## config.mk

```make
export PLATFORM = sky130hd
export DESIGN_NAME = range_dropoff_detector_core
export DESIGN_NICKNAME = d
export VERILOG_FILES = /design/src/hdl/rdd_pkg.sv /design/src/hdl/range_dropoff_detector_core.sv
export VERILOG_INCLUDE_DIRS = /design/src /design/src/hdl
export SDC_FILE = /design/constraint.sdc
export NUM_CORES = 1
export LEC_CHECK = 0
export BUFFER_PORTS_ARGS = -buffer_cell sky130_fd_sc_hd__buf_2
export CAP_MARGIN = 20
export CORE_MARGIN = 1.5
export CORE_UTILIZATION = 37
export DETAILED_ROUTE_END_ITERATION = 10
export PLACE_DENSITY = 0.54
export SYNTH_ARGS = -nofsm -noshare
export SYNTH_HDL_FRONTEND = slang
export SYNTH_SLANG_ARGS = --single-unit
```

## constraint.sdc

```tcl
create_clock -name clk -period 26.1 [get_ports clk]
set_input_delay 5.22 -clock clk [delete_from_list [all_inputs] [get_ports clk]]
set_output_delay 5.22 -clock clk [all_outputs]
set_load 0.01 [all_outputs]
```

## src/hdl/assert_macros.svh

```systemverilog
// Assertion macros shared by the RTL of the range drop-off detector.
// Depends on nothing; included by files that carry concurrent checks.
`ifndef ASSERT_MACROS_SVH
`define ASSERT_MACROS_SVH

// Antecedent holds -> consequent holds in the same cycle.
`define ASSERT_SAME(label, clk, rst_n, ante, cons) \
	label: assert property (@(posedge clk) disable iff (!rst_n) (ante) |-> (cons)) \
		else $error("same-cycle check failed");

// Antecedent holds -> consequent holds in the next cycle.
`define ASSERT_NEXT(label, clk, rst_n, ante, cons) \
	label: assert property (@(posedge clk) disable iff (!rst_n) (ante) |=> (cons)) \
		else $error("next-cycle check failed");

`endif

```

## src/hdl/rdd_pkg.sv

```systemverilog
// Package for the range drop-off detector: register indexes, reset values
// and fixed-point constants. Depends on nothing.
package rdd_pkg;

	localparam int unsigned THR_W    = 12;
	localparam int unsigned RUN_W    = 8;
	localparam int unsigned MAX_W    = 12;
	localparam int unsigned CFG_W    = 12;
	localparam int unsigned SAMPLE_W = 16;
	localparam int unsigned BASE_W   = 16;

	typedef enum logic [1:0] {
		REG_RISE_THRESHOLD = 2'd0,
		REG_MIN_RUN_LENGTH = 2'd1,
		REG_MAX_TRUSTED    = 2'd2,
		REG_UNUSED         = 2'd3
	} reg_index_t;

	localparam logic [THR_W-1:0] RISE_THRESHOLD_RST = 12'd200;
	localparam logic [RUN_W-1:0] MIN_RUN_LENGTH_RST = 8'd3;
	localparam logic [MAX_W-1:0] MAX_TRUSTED_RST    = 12'd3500;
	localparam logic [RUN_W-1:0] RUN_MAX            = 8'd255;

	// x / 10 == (x * 0xCCCD) >> 19, exact for any 16-bit unsigned x
	localparam logic [15:0] DIV10_MULT  = 16'hCCCD;
	localparam int unsigned DIV10_SHIFT = 19;

endpackage

```

## src/hdl/range_dropoff_detector_core.sv

```systemverilog
// Range drop-off detector, top level: input register, baseline/streak
// update and output register. Depends on rdd_pkg and assert_macros.svh.
//
//  channel  | handshake          | payload
//  ---------+--------------------+------------------------------------
//  input    | in_valid/in_stall  | range_sample_mm (signed 16 bit)
//  output   | out_valid/out_stall| dropoff_flag (1 bit)
//  config   | cfg_we             | cfg_index (2 bit), cfg_wdata (12 bit)
//
// One transaction per cycle sustained while out_stall is low; a sample
// passes the input register, then the result register, before its result
// transaction is offered.
// The baseline update (subtract, constant multiply by 1/10, add) fits in
// the single stage between the two registers.
// arst_n clears the valid bits, the baseline state and the config registers
// to their reset values. A stalled output holds its result and backs up into
// the input register, which raises in_stall only while it holds an item.
`include "assert_macros.svh"

module range_dropoff_detector_core (
	input  logic                                clk,
	input  logic                                arst_n,
	// input transaction
	input  logic                                in_valid,
	output logic                                in_stall,
	input  logic signed [rdd_pkg::SAMPLE_W-1:0] range_sample_mm,
	// result transaction
	output logic                                out_valid,
	input  logic                                out_stall,
	output logic                                dropoff_flag,
	// configuration writes
	input  logic                                cfg_we,
	input  logic [1:0]                          cfg_index,
	input  logic [rdd_pkg::CFG_W-1:0]           cfg_wdata
);

	// config registers
	logic [rdd_pkg::THR_W-1:0] rise_threshold_q;
	logic [rdd_pkg::RUN_W-1:0] min_run_q;
	logic [rdd_pkg::MAX_W-1:0] max_trusted_q;

	// tracking state
	logic [rdd_pkg::BASE_W-1:0] baseline_q;
	logic                       ready_q;
	logic [rdd_pkg::RUN_W-1:0]  run_q;

	// input stage
	logic                                valid_s1;
	logic signed [rdd_pkg::SAMPLE_W-1:0] sample_s1;

	// output stage
	logic out_valid_q;
	logic flag_q;

	// handshake
	logic out_free;
	logic advance;
	logic in_take;

	assign out_free = !out_valid_q || !out_stall;
	assign advance  = valid_s1 && out_free;
	assign in_stall = valid_s1 && !out_free;
	assign in_take  = in_valid && !in_stall;

	assign out_valid    = out_valid_q;
	assign dropoff_flag = flag_q;

	// ---- update datapath ----
	logic                       trusted;
	logic [rdd_pkg::BASE_W-1:0] sample_q4;
	logic signed [16:0]         diff;
	logic signed [16:0]         thr_q4;
	logic                       over;
	logic [16:0]                diff_neg;
	logic [15:0]                diff_mag;
	logic [31:0]                div_prod;
	logic [15:0]                step_mag;
	logic [rdd_pkg::BASE_W-1:0] baseline_upd;
	logic [rdd_pkg::RUN_W-1:0]  run_inc;

	// untrusted: negative, or above the trusted maximum
	assign trusted = !sample_s1[15]
		&& (sample_s1[14:0] <= {3'b000, max_trusted_q});

	// trusted samples are below 4096, so the Q12.4 form fits 16 bits
	assign sample_q4 = {sample_s1[11:0], 4'b0000};
	assign diff      = $signed({1'b0, sample_q4}) - $signed({1'b0, baseline_q});
	assign thr_q4    = $signed({1'b0, rise_threshold_q, 4'b0000});
	assign over      = diff > thr_q4;

	// step = diff / 10, truncated toward zero: divide the magnitude
	assign diff_neg = 17'(-diff);
	assign diff_mag = diff[16] ? diff_neg[15:0] : diff[15:0];
	assign div_prod = diff_mag * rdd_pkg::DIV10_MULT;
	assign step_mag = 16'(div_prod >> rdd_pkg::DIV10_SHIFT);

	assign baseline_upd = diff[16] ? (baseline_q - step_mag) : (baseline_q + step_mag);
	assign run_inc      = (run_q == rdd_pkg::RUN_MAX) ? run_q : (run_q + 8'd1);

	logic [rdd_pkg::RUN_W-1:0]  run_next;
	logic [rdd_pkg::BASE_W-1:0] baseline_next;
	logic                       ready_next;
	logic                       flag_next;

	always_comb begin
		run_next      = '0;
		baseline_next = baseline_q;
		ready_next    = ready_q;
		flag_next     = 1'b0;
		priority if (!trusted) begin
			run_next = '0;
		end else if (!ready_q) begin
			// seeding sample
			baseline_next = sample_q4;
			ready_next    = 1'b1;
		end else if (over) begin
			// baseline frozen while floor looks missing
			run_next  = run_inc;
			flag_next = run_inc >= min_run_q;
		end else begin
			baseline_next = baseline_upd;
			flag_next     = min_run_q == '0;
		end
	end

	// ---- config ----
	always_ff @(posedge clk or negedge arst_n) begin
		if (!arst_n) begin
			rise_threshold_q <= rdd_pkg::RISE_THRESHOLD_RST;
			min_run_q        <= rdd_pkg::MIN_RUN_LENGTH_RST;
			max_trusted_q    <= rdd_pkg::MAX_TRUSTED_RST;
		end else if (cfg_we) begin
			unique case (rdd_pkg::reg_index_t'(cfg_index))
				rdd_pkg::REG_RISE_THRESHOLD: rise_threshold_q <= cfg_wdata;
				rdd_pkg::REG_MIN_RUN_LENGTH: min_run_q <= cfg_wdata[rdd_pkg::RUN_W-1:0];
				rdd_pkg::REG_MAX_TRUSTED:    max_trusted_q <= cfg_wdata;
				default: ;
			endcase
		end
	end

	// ---- control and state ----
	always_ff @(posedge clk or negedge arst_n) begin
		if (!arst_n) begin
			valid_s1    <= 1'b0;
			out_valid_q <= 1'b0;
			baseline_q  <= '0;
			ready_q     <= 1'b0;
			run_q       <= '0;
		end else begin
			if (in_take) begin
				valid_s1 <= 1'b1;
			end else if (advance) begin
				valid_s1 <= 1'b0;
			end
			if (advance) begin
				out_valid_q <= 1'b1;
				baseline_q  <= baseline_next;
				ready_q     <= ready_next;
				run_q       <= run_next;
			end else if (!out_stall) begin
				out_valid_q <= 1'b0;
			end
		end
	end

	// ---- payload ----
	always_ff @(posedge clk) begin
		if (in_take) begin
			sample_s1 <= range_sample_mm;
		end
		if (advance) begin
			flag_q <= flag_next;
		end
	end

	// ---- checks ----
	`ASSERT_SAME(a_flag_needs_seed, clk, arst_n, out_valid_q && flag_q, ready_q)
	`ASSERT_SAME(a_run_needs_seed, clk, arst_n, run_q != '0, ready_q)
	`ASSERT_NEXT(a_untrusted_clears, clk, arst_n, advance && !trusted, run_q == '0)
	`ASSERT_NEXT(a_take_fills_s1, clk, arst_n, in_take, valid_s1)

endmodule

```

## Word level (Yosys, flattened, before mapping)

Cells that the tools add are included.
W data, S select, Z words.

- Reductions and logical operators: 19
- Eq/ne operators: 5
- $lt $le $gt $ge: 3
- Add/sub/neg operators: 5
- Mux-type cells: 13
- $mul: 1

Operators by type and width:

| cell | count |
|---|---|
| $mux W16 | 4 |
| $mul A16 B16 Y32 const B | 1 |
| $mux W8 | 4 |
| $gt A17 B17 Y1 | 1 |
| $sub A16 B16 Y17 | 1 |
| $add A16 B13 Y16 | 1 |
| $neg A16 Y16 | 1 |
| $sub A16 B13 Y16 | 1 |
| $le A15 B12 Y1 | 1 |
| $reduce_and A2 Y1 | 5 |
| $add A8 B1 Y8 const B | 1 |
| $eq A8 B8 Y1 const B | 1 |
| $ge A8 B8 Y1 | 1 |
| $logic_not A8 Y1 | 1 |
| $logic_not A1 Y1 | 5 |
| $mux W1 | 5 |
| $logic_and A1 B1 Y1 | 4 |
| $reduce_and A3 Y1 | 1 |
| $eq A2 B1 Y1 const B | 1 |
| $eq A2 B2 Y1 const B | 1 |
| $logic_not A2 Y1 | 1 |
| $ne A2 B1 Y1 const B | 1 |
| $ne A2 B2 Y1 const B | 1 |
| $reduce_bool A2 Y1 | 1 |
| $logic_or A1 B1 Y1 | 1 |

- Input bits: 35
- Bits in registers: 76
- Output and inout bits: 3
- Word-level logic and storage cells: 56

## Longest topological paths before layout

- Depth in word-level cells: 8
- Gate-level depth with buffers: 48
- Depth with buffers taken out: 48

## Worst setup path before layout

Ideal clock, no wire load.

- Kind: in2out
- From: in out_stall
- To: out in_stall
- Slack: 15.474 ns
- Path buffers: 0
- Data arrival time: 5.406 ns
- Stages: 2
- Required time: 20.880 ns
- Path through: nand3_1 -> inv_1

- Longest elaborated chain between the ends: 4

Ends and longest elaborated chain:

| element | RTL line | source |
|---|---|---|
| start, declared | range_dropoff_detector_core.sv:29 | `input logic out_stall,` |
| $logic_not A1 Y1 | - |  |
| $logic_or A1 B1 Y1 | range_dropoff_detector_core.sv:60 | `assign out_free = !out_valid_q \|\| !out_stall;` |
| $logic_not A1 Y1 | range_dropoff_detector_core.sv:62 | `assign in_stall = valid_s1 && !out_free;` |
| $logic_and A1 B1 Y1 | range_dropoff_detector_core.sv:62 |  |
| end, declared | range_dropoff_detector_core.sv:25 | `output logic in_stall,` |

Every way passes these cells.

## Worst setup path in the final report

- From: reg baseline_q[0] (netlist name)
- To: reg baseline_q[15] (netlist name)

- Longest elaborated chain between the ends: 8
- Elaborated cells on any way between the ends: 12
- Classes of those cells: 4 x add/sub; 1 x mul; 1 x order compare; 1 x eq/ne; 4 x mux; 1 x reduce/logical

Ends and longest elaborated chain:

| element | RTL line | source |
|---|---|---|
| start, declared | range_dropoff_detector_core.sv:43 | `logic [rdd_pkg::BASE_W-1:0] baseline_q;` |
| start signal, assigned | range_dropoff_detector_core.sv:158 | `baseline_q <= baseline_next;` |
| $sub A16 B16 Y17 | range_dropoff_detector_core.sv:87 | `assign diff = $signed({1'b0, sample_q4}) - $signed({1'b0, baseline_q});` |
| $neg A16 Y16 | range_dropoff_detector_core.sv:92 | `assign diff_neg = 17'(-diff);` |
| $mux W16 | range_dropoff_detector_core.sv:93 | `assign diff_mag = diff[16] ? diff_neg[15:0] : diff[15:0];` |
| $mul A16 B16 Y32 | range_dropoff_detector_core.sv:94 | `assign div_prod = diff_mag * rdd_pkg::DIV10_MULT;` |
| $add A16 B13 Y16 / $sub A16 B13 Y16 (equally long branches) | range_dropoff_detector_core.sv:97 | `assign baseline_upd = diff[16] ? (baseline_q - step_mag) : (baseline_q + step_mag);` |
| $mux W16 | range_dropoff_detector_core.sv:97 |  |
| $mux W16 | range_dropoff_detector_core.sv:116 | `end else if (over) begin` |
| $mux W16 | range_dropoff_detector_core.sv:112 | `end else if (!ready_q) begin` |

Parallel ways exist; a longest one is shown, timed or not. The select of a mux whose other input is x is not followed.
A chain may end at the register's enable or synchronous reset.

==> results.cfg <==
[hold_path]
hold_depth = 2
min_from = rise_threshold_q[6]$_DFFE_PN1P_
whs_endpoint = rise_threshold_q[6]$_DFFE_PN1P_
hold_path.class = reg -> reg

[critical_path]
crit_arrival_ns = 12.01
critPathBufInv = 5
rrSetupSlack_ns = 14.30
required_ns = 26.31
path_max_fanout = 10
startpoint_type = register
cp-end-kind = register
timing.rr.end = baseline_q[15]$_DFFE_PN0P_
cp_top_family = adder cells
cpPeakStageDelay_ns = 0.60
critPathSlowestCell = fa_1
crit_type = reg -> reg
reg2reg_from = baseline_q[0]$_DFFE_PN0P_
reg2reg_depth = 40

[global_route]
grt_max_degree = 60
met1_usage_pct = 25.1
met2_usage_pct = 32.9
grt_overflow_total = 0
grt_pass1_vias = 8282
grt-busiest-layer = met2
antenna_found_initial = 0
gr-usage-met3_pct = 1.58
grt_pass1_wl_mm = 44.0
grt_usage_pct = 18.7

[synth]
async_reset_ff_share_pct = 77.6
synth_edf_count = 17
synth.area.mux_share_pct = 3.64
syn_area_per_cell_um2 = 9.29
synthXorXnorAreaFrac_pct = 6.15
synth-simple-area-share_pct = 11.8
syn_inst = 1150
synth_top_area_share_pct = 22.1
ys.flop_type = dfrtp_1
ys_ff_latch = 76
synth-compound-area-share_pct = 14.0
synthAdderAreaFrac_pct = 37.4
ys_warn_count = 0
synth_top_family_by_area = adder cells
synth.cell_area_mm2 = 0.0107
synth_area_leaders = ha_1 22%, fa_1 15%, dfrtp_1 11%, inv_1 7.6%, edfxtp_1 4.8%
synth-seq-area-share_pct = 18.7
synth_fp_nets = 1455
synth_top_cell_by_area = ha_1
synth_cell_types = 73

[place]
post-dp-hpwl_mm = 23.1
place_congestion = 0.888
io_buffers = 37

[cells_and_area]
areaGrowthSynthToFinish_pct = 9.19
antenna_cells = 0
drive_gt1_share_pct = 10.0
nFillCells = 2920
layout.nets = 1489

[clock_tree]
htree_levels = 3
cts_repair_resize_count = 0
cts.sinks = 76
cts_tree = yes
cts_buffers = 9
clk_path_buf_depth = 2
clock_latency_ns = 0.34
path_clk_slew_ns = 0.06
post_cts_buffers = 0
hold_buffers = 0
clockRootBuffer = clkbuf_16

[timing]
fmax_mhz = 84.8
period_share_pct = 45.2
hold_viol = 0
maxSlewHeadroom_pct = 42.1
skew_ns = 0.00749
maxSlewViolCount = 0
rsz0062_at_grt = false
worstMarginPinSlew_ns = 0.866
post-route-min-period_ns = 11.80
finalSetupViolCount = 0
fin_tns_setup_ns = 0

[detailed_routing]
post_drt_via_cell_ratio = 5.09
firstDrtPassIters = 5
drt_iter0_drc = 430
wl_per_cell_um = 17.3
num_vias = 8008
routed_wl_mm = 27.2
drc_errors = 0
ant_nets = 0

[floorplan]
num_rows = 62
start_util_pct = 37.4
fp.dieH_um = 173
die_w_um = 173
fp.coreArea_mm2 = 0.0285
ios = 38
die_area_mm2 = 0.0299

[status]
outcome = complete, no violations

[flow_run]
drv_cap = 0
## cell usage after synthesis, types with 7 or more instances
cell type,n
a21oi_1,64
clkbuf_1,13
nor3_1,12
dfrtp_1,47
a21o_1,12
nand3_1,17
nor2_1,57
mux2i_1,13
and3_1,8
inv_1,215
nand2_1,58
xnor2_1,44
or3_1,11
nand4_1,14
fa_1,81
mux2_2,23
o21ai_0,56
o21a_1,20
ha_1,189
o31ai_1,7
dfstp_2,12
nand2b_1,9
o21bai_1,7
nor2b_1,11
xor2_1,31
edfxtp_1,17
nor4_1,7
## per-layer routing
layer,up-vias,share of wire [%]
met5,-,0
met4,0,1.6
met3,28,2.7
met2,131,49
met1,3861,47
li1,3988,-
## worst reg2reg max path, delay by kind of cell, from the launching register on
| family | cells | cell delay, ns |
|---|---|---|
| AO/OA/AOI/OAI | 8 | 1.95 |
| buffers and inverters | 5 | 0.57 |
| XOR/XNOR | 5 | 1.35 |
| adder cells (fa/ha/maj) | 9 | 3.92 |
| AND/OR/NAND/NOR | 13 | 3.34 |
| flip-flops | 1 | 0.56 |
## layout make-up
type	instances	area, um2	share of cell area (%)
inverters	215	807	6.92
flip-flops and latches	76	2000	17.2
multi-input cells	841	7810	66.9
clock buffers	12	278	2.38
clock inverters	4	77.6	0.665
repair buffers	41	215	1.84
well taps	384	480	4.12
## sequential cells by signal, summed over array words and instances, names as in the netlist
register and cells:
max_trusted_q 12, valid_s1 1, min_run_q 8, dropoff_flag 1, run_q 8, ready_q 1, rise_threshold_q 12, baseline_q 16
sample_s1 16, out_valid 1
## worst max-delay path by stage
| stage | endpoint | cells after the start | slack [ns] | start |
|---|---|---|---|---|
| 2_1_floorplan | in_stall | 2 | 15.47 | out_stall |
| 3_3_place_gp | baseline_q[15]$_DFFE_PN0P_ | 40 | 14.50 | baseline_q[0]$_DFFE_PN0P_ |
| 3_5_place_dp | baseline_q[15]$_DFFE_PN0P_ | 40 | 14.40 | baseline_q[0]$_DFFE_PN0P_ |
| 4_1_cts | baseline_q[15]$_DFFE_PN0P_ | 40 | 14.35 | baseline_q[0]$_DFFE_PN0P_ |
| 5_1_grt | baseline_q[15]$_DFFE_PN0P_ | 41 | 13.62 | baseline_q[0]$_DFFE_PN0P_ |
| 6_report | baseline_q[15]$_DFFE_PN0P_ | 40 | 14.30 | baseline_q[0]$_DFFE_PN0P_ |
## metrics by stage
stage	utilization (%)	instances	worst slack, ns	hold WS [ns]	cell area [um2]
after global routing	40.9	1573	13.62	0.528	11700
after global placement	39.6	1557	14.50	0.496	11300
after CTS	40.9	1573	14.35	0.514	11700
final	40.9	1573	14.30	0.511	11700
after detailed placement	39.6	1557	14.40	0.483	11300
after floorplan	-	1150	15.47	0.457	10700
## logic make-up after synthesis
kind of cell / Yosys count
XOR/XNOR: 75
adder cells (fa/ha/maj): 271
buffers and inverters: 233
multiplexers: 36
flip-flops: 76
AND/OR/NAND/NOR: 237
AO/OA/AOI/OAI: 222
## cells in the final DEF (no fill, tap or decap), drive strengths merged, types with 9 or more instances in the layout
master / instances
dfrtp: 47
dfstp: 12
o21a: 20
fa: 81
edfxtp: 17
nand3: 17
buf: 41
inv: 215
nor2b: 11
and3: 10
ha: 189
a21oi: 69
mux2: 23
nand2b: 9
xnor2: 44
o21ai: 57
nand2: 58
nor3: 12
nand4: 14
or3: 11
mux2i: 13
clkbuf: 12
xor2: 31
a21o: 12
nor2: 57
Power is left out: the tool's default activity adds up to more than one toggle a clock period on the data nets, which glitch-free logic cannot reach.
